===== src/design/stbs_pkg.sv =====
// ----------------------------------------------------------------------------
// stbs_pkg - shared types and constants for the sorted table search
// Table geometry, field widths, opcodes, FSM states and the
// controller/datapath command and status bundles.
// ----------------------------------------------------------------------------
`default_nettype none

package stbs_pkg;

  // Table geometry
  localparam int ENTRIES  = 16;
  localparam int KEY_BITS = 16;
  localparam int IDX_W    = (ENTRIES > 1) ? $clog2(ENTRIES) : 1;

  // Fixed field widths of the request and result channels
  localparam int OPC_W   = 1;
  localparam int EIDX_W  = 4;
  localparam int SKEY_W  = 16;
  localparam int PLD_W   = 16;
  localparam int POS_W   = 4;
  localparam int CNT_W   = 5;

  localparam logic [CNT_W-1:0] CNT_RESET = CNT_W'(10);

  // Width wide enough to compare entry_count against ENTRIES
  localparam int CMP_W = (IDX_W + 1 > CNT_W) ? IDX_W + 1 : CNT_W;

  typedef enum logic [OPC_W-1:0] {
    OP_WRITE  = 1'b0,
    OP_SEARCH = 1'b1
  } op_t;

  typedef enum logic {
    ST_IDLE,
    ST_PROBE
  } state_t;

  // Controller -> datapath
  typedef struct packed {
    logic write_entry;  // store key/payload from the request
    logic load_search;  // start a search: set bounds, read first probe
    logic step;         // narrow the bounds, read next probe
    logic finish;       // load the result register
  } cmd_t;

  // Datapath -> controller
  typedef struct packed {
    logic done;         // current probe is the final one
    logic out_free;     // result register can take a new result
  } status_t;

endpackage

`default_nettype wire


===== src/design/stbs_in_if.sv =====
// ----------------------------------------------------------------------------
// stbs_in_if - request channel
// Valid/ready channel carrying one write or search request.
// ----------------------------------------------------------------------------
`default_nettype none

interface stbs_in_if;
  logic                           valid;
  logic                           ready;
  logic [stbs_pkg::OPC_W-1:0]     opcode;
  logic [stbs_pkg::EIDX_W-1:0]    entry_index;
  logic [stbs_pkg::SKEY_W-1:0]    search_key;
  logic [stbs_pkg::PLD_W-1:0]     entry_payload;

  modport source (output valid, opcode, entry_index, search_key, entry_payload,
                  input ready);
  modport sink   (input valid, opcode, entry_index, search_key, entry_payload,
                  output ready);
endinterface

`default_nettype wire


===== src/design/stbs_out_if.sv =====
// ----------------------------------------------------------------------------
// stbs_out_if - result channel
// Valid/ready channel carrying one search result.
// ----------------------------------------------------------------------------
`default_nettype none

interface stbs_out_if;
  logic                         valid;
  logic                         ready;
  logic                         found;
  logic [stbs_pkg::POS_W-1:0]   probe_position;
  logic [stbs_pkg::PLD_W-1:0]   result_payload;

  modport source (output valid, found, probe_position, result_payload,
                  input ready);
  modport sink   (input valid, found, probe_position, result_payload,
                  output ready);
endinterface

`default_nettype wire


===== src/design/stbs_ctrl.sv =====
// ----------------------------------------------------------------------------
// stbs_ctrl - search controller
// Two-state FSM: takes requests while idle, steps the probe loop otherwise.
// ----------------------------------------------------------------------------
`default_nettype none

module stbs_ctrl (
  input  wire logic                          clk,
  input  wire logic                          rst_n,
  input  wire logic                          in_valid,
  input  wire logic [stbs_pkg::OPC_W-1:0]    in_opcode,
  output logic                               in_ready,
  input  wire stbs_pkg::status_t             status,
  output stbs_pkg::cmd_t                     cmd
);

  stbs_pkg::state_t state_r, state_nxt;

  always_ff @(posedge clk) begin
    if (!rst_n) begin
      state_r <= stbs_pkg::ST_IDLE;
    end else begin
      state_r <= state_nxt;
    end
  end

  // next state
  always_comb begin
    state_nxt = state_r;
    case (state_r)
      stbs_pkg::ST_IDLE: begin
        if (in_valid && (in_opcode == stbs_pkg::OP_SEARCH)) begin
          state_nxt = stbs_pkg::ST_PROBE;
        end
      end
      stbs_pkg::ST_PROBE: begin
        if (status.done && status.out_free) begin
          state_nxt = stbs_pkg::ST_IDLE;
        end
      end
      default: state_nxt = stbs_pkg::ST_IDLE;
    endcase
  end

  // outputs
  always_comb begin
    in_ready = 1'b0;
    cmd      = '0;
    case (state_r)
      stbs_pkg::ST_IDLE: begin
        in_ready = 1'b1;
        if (in_valid) begin
          if (in_opcode == stbs_pkg::OP_SEARCH) begin
            cmd.load_search = 1'b1;
          end else begin
            cmd.write_entry = 1'b1;
          end
        end
      end
      stbs_pkg::ST_PROBE: begin
        if (status.done) begin
          cmd.finish = status.out_free;  // hold while result reg is full
        end else begin
          cmd.step = 1'b1;
        end
      end
      default: begin
        in_ready = 1'b0;
      end
    endcase
  end

endmodule

`default_nettype wire


===== src/design/stbs_dp.sv =====
// ----------------------------------------------------------------------------
// stbs_dp - search datapath
// Key/payload table, search bounds, probe compare and result register.
// ----------------------------------------------------------------------------
`default_nettype none

module stbs_dp (
  input  wire logic                          clk,
  input  wire logic                          rst_n,
  input  wire logic                          cfg_we,
  input  wire logic [stbs_pkg::CNT_W-1:0]    cfg_wdata,
  input  wire logic [stbs_pkg::EIDX_W-1:0]   in_entry_index,
  input  wire logic [stbs_pkg::SKEY_W-1:0]   in_search_key,
  input  wire logic [stbs_pkg::PLD_W-1:0]    in_entry_payload,
  input  wire stbs_pkg::cmd_t                cmd,
  output stbs_pkg::status_t                  status,
  output logic                               out_valid,
  input  wire logic                          out_ready,
  output logic                               out_found,
  output logic [stbs_pkg::POS_W-1:0]         out_probe_position,
  output logic [stbs_pkg::PLD_W-1:0]         out_result_payload
);

  localparam int IDX_W  = stbs_pkg::IDX_W;
  localparam int KB     = stbs_pkg::KEY_BITS;
  localparam int PW     = stbs_pkg::PLD_W;
  localparam int CMP_W  = stbs_pkg::CMP_W;
  localparam int ENT_W  = KB + PW;

  // config
  logic [stbs_pkg::CNT_W-1:0] entry_count_r;

  always_ff @(posedge clk) begin
    if (!rst_n) begin
      entry_count_r <= stbs_pkg::CNT_RESET;
    end else if (cfg_we) begin
      entry_count_r <= cfg_wdata;
    end
  end

  // clamp count to 1..ENTRIES, initial high = count-1
  logic [CMP_W-1:0] count_c;
  logic [IDX_W-1:0] high_init;
  logic [IDX_W-1:0] mid_init;

  always_comb begin
    count_c = CMP_W'(entry_count_r);
    if (count_c == '0) begin
      count_c = CMP_W'(1);
    end else if (count_c > CMP_W'(stbs_pkg::ENTRIES)) begin
      count_c = CMP_W'(stbs_pkg::ENTRIES);
    end
    high_init = IDX_W'(count_c - CMP_W'(1));
    mid_init  = high_init >> 1;
  end

  // table: key in the upper bits, payload in the lower
  logic [ENT_W-1:0] mem [stbs_pkg::ENTRIES];
  logic [ENT_W-1:0] rd_r;
  logic             wr_ok;
  logic [IDX_W-1:0] rd_addr;

  assign wr_ok = ({{CMP_W{1'b0}}, in_entry_index} <
                  (CMP_W + stbs_pkg::EIDX_W)'(stbs_pkg::ENTRIES));

  always_ff @(posedge clk) begin
    if (cmd.write_entry && wr_ok) begin
      mem[IDX_W'(in_entry_index)] <= {KB'(in_search_key), in_entry_payload};
    end
  end

  always_ff @(posedge clk) begin
    if (cmd.load_search || cmd.step) begin
      rd_r <= mem[rd_addr];
    end
  end

  // search bounds
  logic [IDX_W-1:0] low_r, low_nxt;
  logic [IDX_W-1:0] high_r, high_nxt;
  logic [IDX_W-1:0] mid_r, mid_nxt;
  logic [KB-1:0]    key_r;
  logic [KB-1:0]    rd_key;
  logic [IDX_W:0]   bound_sum;
  logic             key_eq;
  logic             key_gt;

  assign rd_key = rd_r[ENT_W-1:PW];
  assign key_eq = (rd_key == key_r);
  assign key_gt = (key_r > rd_key);

  always_comb begin
    low_nxt  = low_r;
    high_nxt = high_r;
    if (key_gt) begin
      low_nxt = IDX_W'(mid_r + IDX_W'(1));
    end else begin
      high_nxt = mid_r;
    end
    bound_sum = {1'b0, low_nxt} + {1'b0, high_nxt};
    mid_nxt   = bound_sum[IDX_W:1];
    rd_addr   = cmd.load_search ? mid_init : mid_nxt;
  end

  always_ff @(posedge clk) begin
    if (cmd.load_search) begin
      low_r  <= '0;
      high_r <= high_init;
      mid_r  <= mid_init;
      key_r  <= KB'(in_search_key);
    end else if (cmd.step) begin
      low_r  <= low_nxt;
      high_r <= high_nxt;
      mid_r  <= mid_nxt;
    end
  end

  // result register
  logic                        out_valid_r;
  logic                        found_r;
  logic [stbs_pkg::POS_W-1:0]  pos_r;
  logic [PW-1:0]               pld_r;

  always_ff @(posedge clk) begin
    if (!rst_n) begin
      out_valid_r <= 1'b0;
    end else if (cmd.finish) begin
      out_valid_r <= 1'b1;
    end else if (out_ready) begin
      out_valid_r <= 1'b0;
    end
  end

  always_ff @(posedge clk) begin
    if (cmd.finish) begin
      found_r <= key_eq;
      pos_r   <= stbs_pkg::POS_W'(mid_r);
      pld_r   <= rd_r[PW-1:0];
    end
  end

  assign status.done     = key_eq || (low_r == high_r);
  assign status.out_free = !out_valid_r || out_ready;

  assign out_valid          = out_valid_r;
  assign out_found          = found_r;
  assign out_probe_position = pos_r;
  assign out_result_payload = pld_r;

endmodule

`default_nettype wire


===== src/design/sorted_table_binary_search.sv =====
// ----------------------------------------------------------------------------
// sorted_table_binary_search - binary search over a key/payload table
// Write requests fill the table; search requests probe the first
// entry_count entries and return found, probe position and payload.
// ----------------------------------------------------------------------------
//
//  Channel   Dir  Handshake        Carries
//  in_ch     in   valid/ready      opcode, entry_index, search_key, entry_payload
//  out_ch    out  valid/ready      found, probe_position, result_payload
//  cfg_*     in   write enable     entry_count (5 bits, reset 10)
//
//  Write request: stored in the table when accepted, no result.
//  Search request: accepted, then probes the table; up to
//    log2(ENTRIES)+1 probes, so 1..5 probes for 16 entries. The single
//    table read port does one read per probe.
//  Reset (rst_n low, synchronous) clears the FSM, result valid and
//    entry_count; table contents are left as they are.
//  A result waits in the output register; a new request is taken while it
//    waits, and a search finishing into a full register holds its last probe.
// ----------------------------------------------------------------------------
`default_nettype none

module sorted_table_binary_search (
  input  wire logic                         clk,
  input  wire logic                         rst_n,
  stbs_in_if.sink                           in_ch,
  stbs_out_if.source                        out_ch,
  input  wire logic                         cfg_we,
  input  wire logic [stbs_pkg::CNT_W-1:0]   cfg_wdata
);

  stbs_pkg::cmd_t    cmd;
  stbs_pkg::status_t status;

  // controller: request acceptance and probe loop sequencing
  stbs_ctrl u_ctrl (
    .clk       (clk),
    .rst_n     (rst_n),
    .in_valid  (in_ch.valid),
    .in_opcode (in_ch.opcode),
    .in_ready  (in_ch.ready),
    .status    (status),
    .cmd       (cmd)
  );

  // datapath: table, bounds, compare, result register
  stbs_dp u_dp (
    .clk                (clk),
    .rst_n              (rst_n),
    .cfg_we             (cfg_we),
    .cfg_wdata          (cfg_wdata),
    .in_entry_index     (in_ch.entry_index),
    .in_search_key      (in_ch.search_key),
    .in_entry_payload   (in_ch.entry_payload),
    .cmd                (cmd),
    .status             (status),
    .out_valid          (out_ch.valid),
    .out_ready          (out_ch.ready),
    .out_found          (out_ch.found),
    .out_probe_position (out_ch.probe_position),
    .out_result_payload (out_ch.result_payload)
  );

endmodule

`default_nettype wire

===== src/flat_wrapper.sv =====
// flat-port wrapper written by rule: the top's interface ports become plain ports
module sorted_table_binary_search_flat 
  (clk, rst_n, cfg_we, cfg_wdata, in_ch_valid, in_ch_opcode, in_ch_entry_index, in_ch_search_key, in_ch_entry_payload, in_ch_ready, out_ch_valid, out_ch_found, out_ch_probe_position, out_ch_result_payload, out_ch_ready);
  stbs_in_if in_ch_i ();
  stbs_out_if out_ch_i ();
  input  wire logic clk;
  input  wire logic rst_n;
  input  wire logic cfg_we;
  input  wire logic [stbs_pkg::CNT_W-1:0] cfg_wdata;
  input wire logic [$bits(in_ch_i.valid)-1:0] in_ch_valid;
  input wire logic [$bits(in_ch_i.opcode)-1:0] in_ch_opcode;
  input wire logic [$bits(in_ch_i.entry_index)-1:0] in_ch_entry_index;
  input wire logic [$bits(in_ch_i.search_key)-1:0] in_ch_search_key;
  input wire logic [$bits(in_ch_i.entry_payload)-1:0] in_ch_entry_payload;
  output wire logic [$bits(in_ch_i.ready)-1:0] in_ch_ready;
  output wire logic [$bits(out_ch_i.valid)-1:0] out_ch_valid;
  output wire logic [$bits(out_ch_i.found)-1:0] out_ch_found;
  output wire logic [$bits(out_ch_i.probe_position)-1:0] out_ch_probe_position;
  output wire logic [$bits(out_ch_i.result_payload)-1:0] out_ch_result_payload;
  input wire logic [$bits(out_ch_i.ready)-1:0] out_ch_ready;
  assign in_ch_i.valid = in_ch_valid;
  assign in_ch_i.opcode = in_ch_opcode;
  assign in_ch_i.entry_index = in_ch_entry_index;
  assign in_ch_i.search_key = in_ch_search_key;
  assign in_ch_i.entry_payload = in_ch_entry_payload;
  assign in_ch_ready = in_ch_i.ready;
  assign out_ch_valid = out_ch_i.valid;
  assign out_ch_found = out_ch_i.found;
  assign out_ch_probe_position = out_ch_i.probe_position;
  assign out_ch_result_payload = out_ch_i.result_payload;
  assign out_ch_i.ready = out_ch_ready;
  sorted_table_binary_search u_core (.clk(clk), .rst_n(rst_n), .in_ch(in_ch_i), .out_ch(out_ch_i), .cfg_we(cfg_we), .cfg_wdata(cfg_wdata));
endmodule

===== config.mk =====
export PLATFORM = sky130hd
export DESIGN_NAME = sorted_table_binary_search_flat
export DESIGN_NICKNAME = d
export VERILOG_FILES = /design/src/design/stbs_pkg.sv /design/src/design/stbs_in_if.sv /design/src/design/stbs_out_if.sv /design/src/design/stbs_ctrl.sv /design/src/design/stbs_dp.sv /design/src/design/sorted_table_binary_search.sv /design/src/flat_wrapper.sv
export SDC_FILE = /design/constraint.sdc
export NUM_CORES = 1
export LEC_CHECK = 0
export ABC_AREA = 0
export ABC_CLOCK_PERIOD_IN_PS = 7400
export BUFFER_PORTS_ARGS = -buffer_cell sky130_fd_sc_hd__clkbuf_2
export CAP_MARGIN = 25
export CORE_ASPECT_RATIO = 0.5
export CORE_MARGIN = 1.5
export CORE_UTILIZATION = 55
export DETAILED_ROUTE_END_ITERATION = 12
export HOLD_SLACK_MARGIN = 0.08
export PLACE_DENSITY = 0.72
export SLEW_MARGIN = 20
export SYNTH_ARGS = -nofsm -noshare
export SYNTH_HDL_FRONTEND = slang
export SYNTH_SLANG_ARGS = --single-unit

===== constraint.sdc =====
create_clock -name clk -period 7.4 [get_ports clk]
set_input_delay 0.74 -clock clk [delete_from_list [all_inputs] [get_ports clk]]
set_output_delay 0.74 -clock clk [all_outputs]
set_load 0.05 [all_outputs]

Word-level counts from Yosys, hierarchy flattened:

Memories as Yosys holds them, arrays and structs flattened. A register that Yosys moved wholly into a read port is not among the register bits.
Index checks and enable logic that the tools add are counted.

* add/sub/neg operators: 3
* multiplexer cells: 24
* equal/unequal tests: 2
* bitwise logic cells: 1
* reductions and logical operators: 9
* magnitude comparators: 2

Operators with widths (number)
* 4-bit 2-to-1 mux: 7
* 16-bit equality test: 1
* 16-bit greater-than comparator: 1
* 1-bit 2-to-1 mux: 11
* 2-bit 2-to-1 mux: 3
* 3-bit 2-to-1 mux: 2
* 4-bit by 4-bit adder with 5-bit output: 1
* 5-bit greater-than comparator (second input constant): 1
* 5-bit zero test: 1
* 4-bit by 1-bit adder with 4-bit output (second input constant): 1
* 4-bit equality test: 1
* 2-bit nonzero test: 2
* 4-bit by 1-bit subtractor with 4-bit output (second input constant): 1
* 1-bit logical OR: 3
* 1-bit logical AND: 2
* 1-bit case mux with 2 select lines: 1
* 1-bit zero test: 1
* 1-bit NOT: 1

* bits in registers: 56
* logic and storage cells: 53
* bits in writable memories: 512
* output and inout port bits: 23
* memories: 1
* bits of input ports: 47

Memory list
* u_core.u_dp.mem: depth 16, width 32, read ports 1, clocked after memory_dff 1, write ports 1, RTL line stbs_dp.sv:58 `logic [ENT_W-1:0] mem [stbs_pkg::ENTRIES];`

Depth between registers and ports, before layout:

* depth after elaboration: 6
* depth in mapped cells: 17
* depth with buffers taken out: 15

By module:

Synthesis repeated with hierarchy kept, for this count alone.

* cells, all modules: 1986
* area, all modules: 26345.3 um2

By module, submodules not included
* stbs_dp: cells each 1978, area each 26275.2 um2, seq. area each 17877.1 um2, instances 1
* stbs_ctrl: cells each 8, area each 70.1 um2, seq. area each 20.0 um2, instances 1

Least setup slack after synthesis:

Ideal clock, no wire load.

* path kind: register -> register
* from: register u_core.u_dp.key_r[14]
* to: register u_core.u_dp.rd_r[22] (read register of u_core.u_dp.mem) (data pin)
* path buffers: 3
* setup time: 0.261 ns
* period minus slack after synthesis: 4.424 ns
* slack: 2.976 ns
* stages on the path, launching flop included: 15
* required time: 7.139 ns
* data arrival time: 4.164 ns
* cell sequence: edfxtp_1 ha_1 nand4_2 a2111o_1 a31oi_4 clkbuf_1 a31oi_1 fa_1 xor2_1 a21oi_1 buf_2 buf_2 mux4_2 mux2i_1 mux2i_1

* elaborated cells on any way between the ends: 10
* those cells by class: add/sub: 1; order compare: 1; eq/ne: 1; mux: 5; reduce/logical: 2

RTL lines
* from (decl): RTL line stbs_dp.sv:82 `logic [KB-1:0] key_r;`
* from (signal assigned): RTL line stbs_dp.sv:110 `key_r <= KB'(in_search_key);`
* 16-bit greater-than comparator *: RTL line stbs_dp.sv:90 `assign key_gt = (key_r > rd_key);`
* 4-bit 2-to-1 mux: RTL line stbs_dp.sv:95 `if (key_gt) begin`
* 4-bit by 4-bit adder with 5-bit output *: RTL line stbs_dp.sv:100 `bound_sum = {1'b0, low_nxt} + {1'b0, high_nxt};`
* 4-bit 2-to-1 mux *: RTL line stbs_dp.sv:102 `rd_addr = cmd.load_search ? mid_init : mid_nxt;`
* via u_core.u_dp.rd_addr[1]: RTL line stbs_dp.sv:61 `logic [IDX_W-1:0] rd_addr;`
* to (decl): RTL line stbs_dp.sv:59 `logic [ENT_W-1:0] rd_r;`

Mark *: on every way through the listed nets, which the timed path passes. The rest lies on a longest branch.
A chain may end at the register's enable or synchronous reset.

Worst setup path in the final report:

* from: register u_core.u_dp.rd_r[17] (read register of u_core.u_dp.mem)
* to: register u_core.u_dp.rd_r[17] (read register of u_core.u_dp.mem) (data pin)

* word-level cells in the longest chain between the ends: 5
* elaborated cells on any way between the ends: 10
* those cells by class: add/sub: 1; order compare: 1; eq/ne: 1; mux: 5; reduce/logical: 2

Ends and longest elaborated chain
* parallel branches: the longest is 5 deep, another holds 16-bit greater-than comparator

Several ways; the timed one is not identified.

==> summary.txt <==
Run status - complete, no violations
Htree depth - 2
Share of layout cells above drive strength 1 - 25.80%
Area Overhead vs Synth - 11.63%
Chip height - 148.4 um
Worst slew pin tran - 1.029 ns
Ant diodes - 0
Flop2flop setup slack - 2.07 ns
Grt total ovfl - 0
Worst r2r src - u_core.u_dp.rd_r[17]
Crit. End Element - flop
Sink Count - 600
Required @ worst endpoint - 7.70 ns
CP max FO - 60
Final Hold Viols - 0
Startpoint Class - flop
Vias per cell - 6.051
R2r worst-path depth - 14
FMAX - 187.6 MHz
X dimension of the die - 293.7 um
Crit path max-delay family - compound AO/OA/AOI/OAI gates
Post-route cell area - 25940 um2
CP bufs+invs - 2
HP Class - input port to flop
Yosys reg bits - 600
Final WS setup - 2.069 ns
Crit path time final - 5.331 ns
Pre-CTS setup slack - 2.049 ns
Synth area leaders - edfxtp_1, mux4_2, mux2i_1
GRT Overall Usage - 22.19%
Row Count - 52
Top cell type's share of synthesized area - 75.98%
Mapped Area - 23240 um2
# Post-CTS Setup Buffers - 0
Post-Route WL - 46900 um
Wire length of the first global-routing pass - 70190 um
Slowest CP cell - a21oi_4
Crit Path Category - flop to flop
DR WL/cell - 26.63 um
Antenna violation net count after detailed routing - 0
Starting Density - 56.61%
Post-route DRC violation count - 0
Core area - 41050 um2
CTS tree - built
Hold slack - 0.4028 ns
Clk buf depth - 3
Syn_area_per_cell - 22.11 um2
Distinct cells, synth - 43
R2R Path End - u_core.u_dp.rd_r[17]
CTS buffer count - 50
Clock slew at reported path FFs - 0.06 ns
Final-report max-slew violation count - 0
Vias in the first global route - 11120
Main synth FF type - edfxtp_1
CTS root buffer - clkbuf_16
Pwr dens - 499.4 nW/um2
DRT Pass-1 Iters - 5
Synth cell count leaders - edfxtp_1, mux4_2, mux2i_1
Post-DP HPWL - 24170 um
Cell mode on critical path - mux2i_1
Worst hold start - rst_n
Area after DPL - 24440 um2
Seq/Total Area, Yosys - 77.01%
Hold endpoint - u_core.u_dp.entry_count_r[3]
Post-cts sizing count - 0
Arr. time, crit path - 5.64 ns
Setup violators final - 0
DR iter-0 viols - 1009
Post-synth EDFFs - 588
Die area - 43570 um2
CP max stage delay - 0.73 ns
I/O Buffers - 69
Critical Path, Cell by Cell - inv_1, ha_1, nor2b_1, o211ai_1, a2111o_1, a31oi_4, mux2i_1, fa_1, xor2_1, a21oi_4, buf_12, mux4_2, mux2i_1, mux2i_1
Peak VDD IR - 0.0006159 V
Finished Core Util - 63.19%
Yosys warning count - 0
Initial antenna violation count - 0
Clock latency on the worst-skew pair - 0.58 ns
Hold-critical path depth - 2
Final #Nets - 1225
Max-cap viol count - 0
Top-count cell post-synth - edfxtp_1
TNS Setup - 0 ns
I/O pin count - 70
Routed vias - 10660
Syn Inst Count - 1051
Standby leakage power - 0.008391 uW
Cts hold-fix bufs - 0
Skew final - 0.01762 ns
Post-synth ARST share - 0%
Slew HR - 31.32%
RePlAce Congestion - 0.8093
Largest net degree at the start of global routing - 98
Fin crit share - 72.05%
RSZ-0062 raised after global routing - no
Syn Nets - 1120
Area leader, netlist - edfxtp_1
-- layout make-up --
cell class	count	area, um2
Sequential cell	600	17900
Multi-Input combinational cell	387	5162
Timing Repair Buffer	94	583.1
Clock buffer	70	1348
Fill cell	2745	15110
Inverter	23	86.33
Clock inverter	20	156.4
Tap cell	567	709.4
-- layout by cell type (no fill, tap or decap), types with 2 or more instances in the layout --
| master | n |
|---|---|
| edfxtp_1 | 588 |
| mux4_2 | 128 |
| mux2i_1 | 108 |
| clkbuf_2 | 69 |
| clkbuf_16 | 51 |
| inv_1 | 23 |
| ha_1 | 21 |
| buf_4 | 21 |
| clkbuf_1 | 19 |
| nand2_1 | 16 |
| nor2_4 | 13 |
| nor2_1 | 12 |
| nand3_1 | 12 |
| clkinv_1 | 12 |
| dfxtp_1 | 12 |
| a21oi_1 | 11 |
| o21ai_0 | 8 |
| xor2_1 | 7 |
| nor2b_1 | 6 |
| nand2b_1 | 6 |
| nor3_2 | 5 |
| buf_12 | 4 |
| nand4_1 | 3 |
| xnor2_1 | 3 |
| clkinv_2 | 3 |
| o21a_1 | 2 |
| a31oi_4 | 2 |
| a31oi_1 | 2 |
| mux2_2 | 2 |
| nor3_1 | 2 |
| a21oi_4 | 2 |
| bufinv_16 | 2 |
-- routing by layer --
layer  wire length (um)  vias up  part of all wire [%]  track usage [%]
met4                705        0                   1.5            4.304
met5                  0        -                     0                0
met2              23390      362                    50            36.75
li1                   -     4568                     -                -
met3               2986       63                   6.4            3.213
met1              19820     5663                    42            32.29
-- logic make-up after synthesis --
| group | Yosys count | synth area share (%) |
|---|---|---|
| xor+xnor | 10 | 0.3769 |
| buf+inv | 64 | 1.464 |
| flops | 600 | 77.01 |
| compound gates | 34 | 0.9476 |
| fa+ha+maj | 22 | 1.217 |
| simple gates | 83 | 1.831 |
| mux | 238 | 17.15 |
-- report_power, final --
| part | leakage [uW] | switching, uW | internal [uW] |
|---|---|---|---|
| clock network | 0.000724 | 1150 | 1340 |
| registers | 0.00542 | 75.9 | 4120 |
| logic | 0.00225 | 3040 | 3230 |
| total | 0.00839 | 4260 | 8690 |
-- how the worst max path moves through the flow --
| stage | startpoint | to | slack, ns | cells past startpoint |
|---|---|---|---|---|
| 5_1_grt | u_core.u_dp.key_r[1] | u_core.u_dp.rd_r[11] | 1.73 | 13 |
| 3_5_place_dp | u_core.u_dp.key_r[1] | u_core.u_dp.rd_r[17] | 2.05 | 13 |
| 2_1_floorplan | u_core.u_dp.key_r[14] | u_core.u_dp.rd_r[22] | 2.98 | 14 |
| 6_report | u_core.u_dp.rd_r[17] | u_core.u_dp.rd_r[17] | 2.07 | 14 |
| 4_1_cts | u_core.u_dp.key_r[1] | u_core.u_dp.rd_r[17] | 2.02 | 13 |
| 3_3_place_gp | u_core.u_dp.rd_r[17] | u_core.u_dp.rd_r[17] | 2.17 | 14 |
-- state kept, by name, indices dropped and copies added (netlist names), 5 cells and up --
name	count
u_core.u_dp.mem	512
u_core.u_dp.rd_r	32
u_core.u_dp.key_r	16
u_core.u_dp.out_result_payload	16
u_core.u_dp.entry_count_r	5
-- through the flow --
stage / total power [uW] / cells
6_report: 12960 / 1761
5_1_grt: 13670 / 1761
4_1_cts: 13130 / 1761
3_5_place_dp: 10640 / 1671
3_3_place_gp: 10520 / 1671
2_1_floorplan: 9456 / 1051
(Power assumes the default switching activity.)
